$ cat config.mk
export PLATFORM = sky130hd
export DESIGN_NAME = iomm_ctrl
export DESIGN_NICKNAME = d
export VERILOG_FILES = /design/src/rtl/iomm_pkg.sv /design/src/rtl/iomm_ctrl.sv
export SDC_FILE = /design/constraint.sdc
export NUM_CORES = 1
export LEC_CHECK = 0
export CORE_AREA = 2 2 39 41
export DETAILED_ROUTE_END_ITERATION = 10
export DIE_AREA = 0 0 41 43
export DONT_BUFFER_PORTS = 1
export PLACE_DENSITY_LB_ADDON = 0.1
export RECOVER_POWER = 50
export SLEW_MARGIN = 40
export SYNTH_ARGS = -nofsm -noshare
export SYNTH_HDL_FRONTEND = slang
export SYNTH_SLANG_ARGS = --single-unit
$ cat constraint.sdc
create_clock -name clk -period 1.45 [get_ports clk]
set_clock_uncertainty 0.05 [all_clocks]
set_input_delay 0.145 -clock clk [delete_from_list [all_inputs] [get_ports clk]]
set_output_delay 0.145 -clock clk [all_outputs]
set_load 0.005 [all_outputs]
$ cat src/rtl/iomm_pkg.sv
// Shared types, constants and the I/O write-mask table of the masked memory.
// Used by iomm_ctrl, iomm_datapath and io_masked_memory_with_dma.
`timescale 1ns / 1ps

package iomm_pkg;

    localparam int ADDR_W     = 16;
    localparam int DATA_W     = 8;
    localparam int MEM_DEPTH  = 1 << ADDR_W;
    localparam int DMA_LENGTH_DEFAULT = 160;

    // access kinds; the unused code is handled as a read
    localparam logic [1:0] KIND_READ     = 2'd0;
    localparam logic [1:0] KIND_ORDINARY = 2'd1;
    localparam logic [1:0] KIND_INIT     = 2'd2;

    localparam logic [ADDR_W-1:0] SERIAL_DATA = 16'hFF01;
    localparam logic [ADDR_W-1:0] SERIAL_CTRL = 16'hFF02;
    localparam logic [ADDR_W-1:0] TIMER_DIV   = 16'hFF04;
    localparam logic [ADDR_W-1:0] LCD_LINE    = 16'hFF44;
    localparam logic [ADDR_W-1:0] DMA_REG     = 16'hFF46;
    localparam logic [ADDR_W-1:0] DMA_TARGET  = 16'hFE00;
    localparam logic [DATA_W-1:0] SERIAL_GO   = 8'h81;

    typedef struct packed {
        logic              hit;
        logic [DATA_W-1:0] keep;
        logic [DATA_W-1:0] take;
    } mask_rule_t;

    // controller to datapath
    typedef struct packed {
        logic clear;
        logic load;
        logic exec;
        logic merge;
        logic dma;
        logic respond;
    } iomm_cmd_t;

    // datapath to controller
    typedef struct packed {
        logic clr_last;
        logic dma_last;
        logic is_rmw;
        logic is_dma;
    } iomm_status_t;

    function automatic mask_rule_t mask_rule(input logic [ADDR_W-1:0] addr);
        mask_rule_t r;
        r.hit = 1'b1;
        unique case (addr)
            16'hFF00: begin r.keep = 8'hCF; r.take = 8'h30; end
            16'hFF02: begin r.keep = 8'h7C; r.take = 8'h83; end
            16'hFF07: begin r.keep = 8'hF8; r.take = 8'h07; end
            16'hFF0F: begin r.keep = 8'hE0; r.take = 8'h1F; end
            16'hFF10: begin r.keep = 8'h80; r.take = 8'h7F; end
            16'hFF1A: begin r.keep = 8'h7F; r.take = 8'h80; end
            16'hFF1C: begin r.keep = 8'h9F; r.take = 8'h60; end
            16'hFF21: begin r.keep = 8'hC0; r.take = 8'h3F; end
            16'hFF23: begin r.keep = 8'h3F; r.take = 8'hC0; end
            16'hFF26: begin r.keep = 8'h7F; r.take = 8'h80; end
            16'hFF41: begin r.keep = 8'h87; r.take = 8'h78; end
            16'hFFFF: begin r.keep = 8'hE0; r.take = 8'h1F; end
            default:
            begin
                r.hit  = 1'b0;
                r.keep = '0;
                r.take = '0;
            end
        endcase
        return r;
    endfunction

endpackage

$ cat src/rtl/iomm_ctrl.sv
// Sequencing state machine of the masked memory: clearing pass, access
// steps, DMA stream. Depends on iomm_pkg.
`timescale 1ns / 1ps

module iomm_ctrl
    import iomm_pkg::*;
(
    input  logic         clk,
    input  logic         rst_n,
    input  logic         start,
    input  iomm_status_t status,
    output iomm_cmd_t    cmd,
    output logic         busy
);

    typedef enum logic [5:0] {
        ST_CLEAR = 6'b000001,
        ST_IDLE  = 6'b000010,
        ST_EXEC  = 6'b000100,
        ST_MERGE = 6'b001000,
        ST_DMA   = 6'b010000,
        ST_RESP  = 6'b100000
    } state_t;

    state_t state_reg;
    state_t state_next;

    always_ff @(posedge clk or negedge rst_n)
    begin
        if (!rst_n)
        begin
            state_reg <= ST_CLEAR;
        end
        else
        begin
            state_reg <= state_next;
        end
    end

    always_comb
    begin
        state_next = state_reg;
        cmd        = '0;
        unique case (state_reg)
            ST_CLEAR:
            begin
                cmd.clear = 1'b1;
                if (status.clr_last)
                begin
                    state_next = ST_IDLE;
                end
            end
            ST_IDLE:
            begin
                if (start)
                begin
                    cmd.load   = 1'b1;
                    state_next = ST_EXEC;
                end
            end
            ST_EXEC:
            begin
                cmd.exec = 1'b1;
                priority if (status.is_rmw)
                begin
                    state_next = ST_MERGE;
                end
                else if (status.is_dma)
                begin
                    state_next = ST_DMA;
                end
                else
                begin
                    state_next = ST_RESP;
                end
            end
            ST_MERGE:
            begin
                cmd.merge  = 1'b1;
                state_next = ST_RESP;
            end
            ST_DMA:
            begin
                cmd.dma = 1'b1;
                if (status.dma_last)
                begin
                    state_next = ST_RESP;
                end
            end
            ST_RESP:
            begin
                cmd.respond = 1'b1;
                state_next  = ST_IDLE;
            end
            default:
            begin
                state_next = ST_CLEAR;
            end
        endcase
    end

    assign busy = (state_reg != ST_IDLE);

endmodule

# After elaboration in Yosys (flattened, before gate mapping)
# Cells that the tools add are included.
[word_totals]
ff_bits = 6
in_bits = 7
out_inout_bits = 7
wordCells = 25
[classes]
eq_ne = 10
muxes = 13
reduce_logical = 1
[op_table]
columns = ["op", "n"]
rows = [
  ["$pmux 6 s6", 1],
  ["$mux 6", 5],
  ["$mux 1", 7],
  ["$eq 6x1->1 const B", 1],
  ["$eq 6x2->1 const B", 1],
  ["$eq 6x3->1 const B", 1],
  ["$eq 6x4->1 const B", 1],
  ["$eq 6x5->1 const B", 1],
  ["$eq 6x6->1 const B", 1],
  ["$ne 2x2->1 const B", 3],
  ["$ne 6x2->1 const B", 1],
  ["$reduce_and 3->1", 1],
]

# Logic depth before layout (Yosys ltp)
# Gate-level depths: netlist of run 1.
[depth]
ltp_word = 3
mapped_depth = 4

# Least setup slack after synthesis of run 1
# OpenSTA, ideal clock, no wires.
[synth_path]
path_type = "reg2reg"
start = "register state_reg[0]"
end = "register state_reg[1]"
setup_time_ps = 111
t_arrival_ps = 1333
required_ps = 1289
slack_ps = -44
stages_incl_launch_ff = 3
synth_period_minus_slack_ps = 1494
path_cell_list = "dfstp_2 -> or4b_1 -> a2111oi_2"
[synth_between]
elab_chain_len = 3
word_cells_on_any_way = 11
cone_classes = "eq/ne: 9; mux: 1; reduce/logical: 1"
[synth_lines]
columns = ["element", "line_no", "rtl"]
rows = [
  ["from (decl)", "iomm_ctrl.sv:25", "state_t state_reg;"],
  ["from (signal assigned)", "iomm_ctrl.sv:36", "state_reg <= state_next;"],
  ["$eq 6x1->1, or another cell as far along", "iomm_ctrl.sv:44", "unique case (state_reg)"],
  ["$ne 2x2->1 (no source line)", "--", ""],
  ["$reduce_and 3->1 (no source line)", "--", ""],
]
# Parallel ways exist; a longest one is shown, timed or not.
# A chain may end at the register's enable or synchronous reset.

# Worst setup path in the final report of run 1
[layout_path]
start = "register state_reg[2]"
end = "output busy"
[layout_between]
elab_chain_len = 1
[layout_lines]
columns = ["element", "line_no", "rtl"]
rows = [
  ["$ne 6x2->1", "iomm_ctrl.sv:102", "assign busy = (state_reg != ST_IDLE);"],
  ["to (decl)", "iomm_ctrl.sv:13", "output logic busy"],
]
# Every way passes these cells.

==> results.md, run 1 <==
- Status: finished with violations
- Failing checks: negative setup slack
- Slew Limit Fails: 0
- H-tree depth: 1
- DP HPWL: just over 800 µm
- RSZ-0062 raised after global routing: yes
- Leakage power: ~0.3 nW
- Slew margin rel.: 0.8110
- Critical path arrival: between 1000 and 1500 ps
- CTS Buffer Depth: 2
- # IOs: 14
- Crit path required time: 1250 ps
- Largest family of logic cells by synthesized area: simple AND/OR/NAND/NOR gates
- Synth top area share: 0.3049
- Met1 Resource Use GR: 0.1699
- Crit. Startpoint: state_reg[2]$_DFFE_PN0P_
- Largest net degree at the start of global routing: 11
- PwrDens: about 1400 mW/mm²
- Non-Filler Instances: 78
- Total number of vias: 413
- Core area: about 0.0014 mm²
- Post-Syn Instances: 45
- Hold Crit Start: status[0]
- Vias in the first global route: around 380
- Hold violation total from the final report: 0
- Inserted Clock Buffers: 3
- Starting Density: 0.2966
- Startpoint Class: flip-flop
- CTS sink cnt: 6
- R2R cell count: 2
- Worst-Margin Slew: about 280 ps
- Clk slew on worst S/H paths: roughly 50 ps
- First-iteration detailed-routing DRC count: 7
- Reg-to-reg endpoint: state_reg[1]$_DFFE_PN0P_
- Post-Synth XOR/XNOR Area: 0.02134
- Fmax achieved: ~670 MHz
- Root Driver: clkbuf_4
- Max VDD drop: 0.4500 mV
- Final wirelength: about 1200 µm
- Worst path cell trace: nor4_4 > nand3b_1 > buf_4
- Post-Syn Area: 410.4 µm²
- Critical path buffer and inverter count: 1
- Post-Synth Adder-Cell Area: 0
- DRT antenna net count: 0
- Number of iterations in the first detailed-routing pass: 4
- Vias per cell: between 5 and 6
- CP max stage cell: dfrtp_2
- Placed Instances: 65
- Grt met2 use: 0.2188
- Per-cell routed wire length: around 16 µm
- Setup WS pre-CTS: approximately 21 ps
- CP max FO: 3
- Total power: about 910 µW
- Initial antenna violation count: 0
- Mux contribution to synthesized area: 0
- CP Capture Type: output port
- Die W: about 41 µm
- P&R area growth vs syn: 60.06%
- Fill cell count: 140
- Antenna diode count: 0
- Total grt overflow: 0
- Flop2flop setup slack: about 10 ps
- All-Layer GR Usage: 0.1382
- Final #Nets: 70
- Hold WC Path Type: in -> reg
- Worst flop-to-flop path startpoint: state_reg[0]$_DFFE_PN1P_
- Post-layout util: 0.4747
- Num rows: 14
- Layout cells sized above 1: 0.5161
- Final TNS setup: -151.9 ps
- Net count after synthesis: 52
- Worst-Skew Late Latency: approximately 250 ps
- Yosys top cell by area: dfrtp_1
- CP top delay family: simple AND/OR/NAND/NOR gates
- Minimum clock period: between 1500 and 2000 ps
- Met3 GRT Util: 0.04712
- CTS tree: built
- Syn avg cell area: between 9 and 10 µm²
- Setup WS post-layout: -51.37 ps
- Crit share post-route: 1.035
- Number of flip-flops in the largest register: 6
- I/O Buffers: 0
- Synth Area in Simple Gates: 0.3323
- Total die area: between 0.0015 and 0.002 mm²
- First-pass GRT wire length: approximately 1600 µm
- Post-synthesis sequential area ratio: 0.3689
- Final Setup Violations: 4
- Die H: roughly 43 µm
- # DRC: 0
- Top post-synthesis cells by area: dfrtp_1, dfstp_2, or4b_1, inv_1, nor2_1
- Most used routing layer: met2
- CP Depth: 3
- End point of the critical path: busy
- Kind of critical path: reg -> out
- Max cap viols: 0
- Distinct cells, synth: 28
- Synthesis Warnings: 0
- CP peak stage delay: 430 ps
- Compound-gate portion of the synthesized area: 0.2134
- Synthesized flop and latch total: 6
- Final RePlAce weighted congestion: between 0.6 and 0.7
## cell families (layout without fill, tap and decap cells)
family | count (synthesis) | in the layout
buffers and inverters | 7 | 24
and+or+nand+nor | 20 | 20
xor gates and xnor gates | 1 | 1
DFF | 6 | 6
AOI/OAI and AO/OA | 11 | 11
## Yosys cell counts (all sizes together)
cell,instances
dfrtp,5
inv,5
nor2,5
and3,2
clkbuf,2
o21ai,2
o21bai,2
or4b,2
a2111oi,1
a21oi,1
a32o,1
and2,1
and2b,1
and3b,1
and4,1
and4b,1
dfstp,1
nand2b,1
nand3b,1
nor3,1
nor3b,1
nor4,1
nor4b,1
o211a,1
o211ai,1
o21a,1
o31ai,1
xor2,1
## final cells by class
type | count | area [µm²] | area share
Clock buffer | 4 | 26.28 | 0.04000
Tap cell | 16 | 20.02 | 0.03048
Timing Repair Buffer | 15 | 123.9 | 0.1886
Multi-Input combinational cell | 32 | 312.8 | 0.4762
Inverter | 5 | 18.77 | 0.02857
Sequential cell | 6 | 155.1 | 0.2362
## cell usage in the layout, fill, tap and decap left out
master,count
o21a_1,1
inv_1,5
o21bai_1,2
and2_1,1
nor2_1,2
o211a_1,1
o21ai_0,2
and4_4,1
nor4b_4,1
and4b_1,1
clkbuf_1,1
o211ai_1,1
and3b_2,1
a21oi_1,1
nor3_4,1
nor2_2,3
or4b_4,1
and3_4,1
nor3b_1,1
clkbuf_4,3
buf_4,11
o31ai_1,1
and2b_2,1
xor2_1,1
buf_6,1
or4b_1,1
dlygate4sd3_1,3
nand2b_4,1
nor4_4,1
a32o_1,1
a2111oi_4,1
dfrtp_1,2
nand3b_1,1
dfstp_2,1
dfrtp_2,3
and3_1,1
## metal layers
| metal | wire [µm] | share of wire | vias to the layer above |
|---|---|---|---|
| li1 | - | - | 197 |
| met1 | 482 | 0.39 | 198 |
| met2 | 675 | 0.55 | 18 |
| met3 | 64 | 0.052 | 0 |
| met4 | 0 | 0 | 0 |
| met5 | 0 | 0 | - |
## how the worst min path moves through the flow
stage | end | cells after the start
floorplan | state_reg[1]$_DFFE_PN0P_ | 0
global placement | state_reg[2]$_DFFE_PN0P_ | 0
detailed placement | state_reg[1]$_DFFE_PN0P_ | 0
CTS | state_reg[4]$_DFFE_PN0P_ | 1
global route | state_reg[4]$_DFFE_PN0P_ | 1
finish | state_reg[4]$_DFFE_PN0P_ | 1
## metrics by stage
| stage | instance area (µm²) | hold WS [ps] |
|---|---|---|
| 6_report | 656.9 | 20.41 |
| 5_1_grt | 656.9 | 15.82 |
| 4_1_cts | 571.8 | 17.27 |
| 2_1_floorplan | 410.4 | -200.6 |
| 3_5_place_dp | 467.9 | -200.4 |
| 3_3_place_gp | 467.9 | -200.5 |
## power by group
group | switching [mW] | leakage, nW | total [mW] | internal [mW]
Sequential | 0.0289 | 0.0742 | 0.246 | 0.217
Clock | 0.0689 | 0.0150 | 0.174 | 0.105
Combinational | 0.213 | 0.210 | 0.490 | 0.276
## what timing repair did
item | CTS | global route
gates resized for setup | 8 | 10
setup endpoints to repair | 6 | 8
hold endpoints to repair | 8 | 0
pin swaps | 2 | 4
hold buffers | 3 | 0
buffers inserted | 2 | 4
gates cloned | 0 | 0
Note: power is estimated with default switching activity, not from simulation.
==> run 2: changes to the inputs <==
==> constraint.sdc (replaced) <==
create_clock -name clk -period 1.66 [get_ports clk]
set_clock_uncertainty 0.05 [all_clocks]
set_input_delay 0.166 -clock clk [delete_from_list [all_inputs] [get_ports clk]]
set_output_delay 0.166 -clock clk [all_outputs]
set_load 0.005 [all_outputs]
==> run 2 against run 1 <==
The flow now finishes without violations; highest routed layer unchanged; largest cell class unchanged; cell count is 13% lower; power is 32% lower; largest power group unchanged; clock power is 18% lower; die area stayed put; design area is 22% lower; critical path depth is 1 lower.
==> results.md, run 2 (same netlist as run 1, synthesis figures left out) <==
- CTS tree: built
- Post-layout util: 0.3689 (-0.1058)
- Total die area: 0.001763 mm² (unchanged)
- Flop2flop setup slack: 100 ps (+90 ps)
- CP max FO: 8 (+5)
- Total grt overflow: 0 (unchanged)
- First-iteration detailed-routing DRC count: 4 (-3)
- CTS sink cnt: 6 (unchanged)
- Setup WS pre-CTS: 95.77 ps (+74.39 ps)
- Fill cell count: 155 (+11%)
- Hold depth: 2 (+1)
- Vias in the first global route: 356 (-7.0%)
- Starting Density: 0.2966 (unchanged)
- Leakage power: 0.2445 nW (-18%)
- Status: complete, no violations
- P&R area growth vs syn: 24.39%
- Num rows: 14 (unchanged)
- # DRC: 0 (unchanged)
- Final TNS setup: 0 ps (+151.9 ps)
- Worst-Margin Slew: 370.5 ps (+88.01 ps)
- DRT antenna net count: 0 (unchanged)
- Minimum clock period: roughly 1600 ps
- I/O Buffers: 0 (unchanged)
- R2R cell count: 2 (unchanged)
- Critical path arrival: 1360 ps (+50 ps)
- Initial antenna violation count: 0 (unchanged)
- Worst flop-to-flop path startpoint: state_reg[0]$_DFFE_PN1P_
- Crit share post-route: 0.9486
- Reg-to-reg endpoint: state_reg[1]$_DFFE_PN0P_
- CTS Buffer Depth: 2 (unchanged)
- Clk slew on worst S/H paths: 50 ps (about the same)
- Setup WS post-layout: 85.32 ps (+136.7 ps)
- # IOs: 14 (unchanged)
- DP HPWL: 741.8 µm (-8.6%)
- Final Setup Violations: 0 (-4)
- Die H: 43 µm (unchanged)
- Endpoint, Worst Hold: state_reg[2]$_DFFE_PN0P_
- Crit path required time: 1440 ps (+190 ps)
- Most frequent cells in the layout: inv_1, nor2_1, dfrtp_1, clkbuf_4, buf_4
- RSZ-0062 raised after global routing: no
- Slew Limit Fails: 0 (unchanged)
- Hold WC Path Type: in -> reg
- H-tree depth: 1 (unchanged)
- Max VDD drop: 0.4545 mV (+0.99%)
- Antenna diode count: 0 (unchanged)
- Root Driver: clkbuf_4
- Hold Crit Start: start
- Hold violation total from the final report: 0 (unchanged)
- CP Capture Type: output port
- Total number of vias: 365 (-12%)
- Kind of critical path: reg -> out
- Commonest non-fill, non-tap cell in the layout: inv_1
- Post-CTS Setup Inserts: 0 (-2)
- Final RePlAce weighted congestion: 0.6823 (+0.71%)
- Vias per cell: 5.368 (+1.4%)
- Fmax achieved: 635.1 MHz
- Layout cells sized above 1: 0.2500 (-0.2661)
- Hold slack final: 34.15 ps (+13.75 ps)
- PwrDens: 1217 mW/mm² (-12%)
- All-Layer GR Usage: 0.1299 (-0.008295)
- Slew margin rel.: 0.7495 (-0.06153)
- Per-cell routed wire length: 14.24 µm (-9.1%)
- Worst-Skew Late Latency: 250 ps (about the same)
- Core area: 0.001384 mm² (unchanged)
- Number of iterations in the first detailed-routing pass: 3 (-1)
- Inserted Clock Buffers: 3 (unchanged)
- Die W: 41 µm (unchanged)
- Final #Nets: 60 (-14%)
- Startpoint Class: flip-flop
- First-pass GRT wire length: 1469 µm (-9.4%)
- Max cap viols: 0 (unchanged)
- Largest net degree at the start of global routing: 11 (unchanged)
- Final wirelength: 968 µm (-21%)
- Number of flip-flops in the largest register: 6 (unchanged)
==> run 2: cell types whose count changed in the layout (fill, tap and decap cells not counted), sizes merged <==
cell,delta
buf,-9
dlygate4sd3,-1
==> run 2: timing repair <==
action / CTS / global route
setup endpoints to repair: 1 / 1
hold buffers: 2 / 0
endpoints found under the hold margin: 7 / 0
pin swaps: 0 / 1
gates resized for setup: 1 / 3
==> run 2: worst max path at each step <==
stage / startpoint / to / slack (ps) / depth (start not counted)
after floorplan: state_reg[0]$_DFFE_PN1P_ / state_reg[1]$_DFFE_PN0P_ / 170 / 2
after global placement: state_reg[0]$_DFFE_PN1P_ / state_reg[1]$_DFFE_PN0P_ / 150 / 2
after detailed placement: state_reg[0]$_DFFE_PN1P_ / state_reg[1]$_DFFE_PN0P_ / 100 / 2
after CTS: state_reg[3]$_DFFE_PN0P_ / cmd[4] / 20 / 3
after global routing: state_reg[2]$_DFFE_PN0P_ / cmd[2] / 9 / 2
final: state_reg[2]$_DFFE_PN0P_ / cmd[2] / 90 / 2
==> run 2: cell type report <==
type,instances,area (µm²),area share
repair buffers,5,42.54,0.08333
multi-input cells,32,250.2,0.4902
clock buffers,4,26.28,0.05147
flip-flops and latches,6,152.6,0.2990
inverters,5,18.77,0.03676
well taps,16,20.02,0.03922
==> run 2: stage by stage <==
stage / cell area, µm² / instances / total power [mW]
after floorplan: 410.4 / 45 / 0.3990
after global placement: 445.4 / 62 / 0.4549
after detailed placement: 445.4 / 62 / 0.4672
after CTS: 498.0 / 68 / 0.6214
after global routing: 510.5 / 68 / 0.6732
final: 510.5 / 68 / 0.6213
==> run 2: worst max-delay path, stage by stage (launching register included) <==
cell and delay (ps):
dfrtp_1 480, nand2b_1 240, nor4b_1 390
==> run 2: routing by layer <==
metal | up-vias | track usage | wire length, µm
met3 | 0 | 0.03665 | 50
met5 | - | 0 | 0
li1 | 178 | - | -
met4 | 0 | 0.08000 | 0
met2 | 14 | 0.1844 | 486
met1 | 173 | 0.1667 | 430
==> run 2: report_power, final <==
part,total (mW),internal (mW),switching (mW)
registers,0.230,0.189,0.0404
logic,0.249,0.133,0.117
clock network,0.142,0.0909,0.0513
total,0.621,0.413,0.209
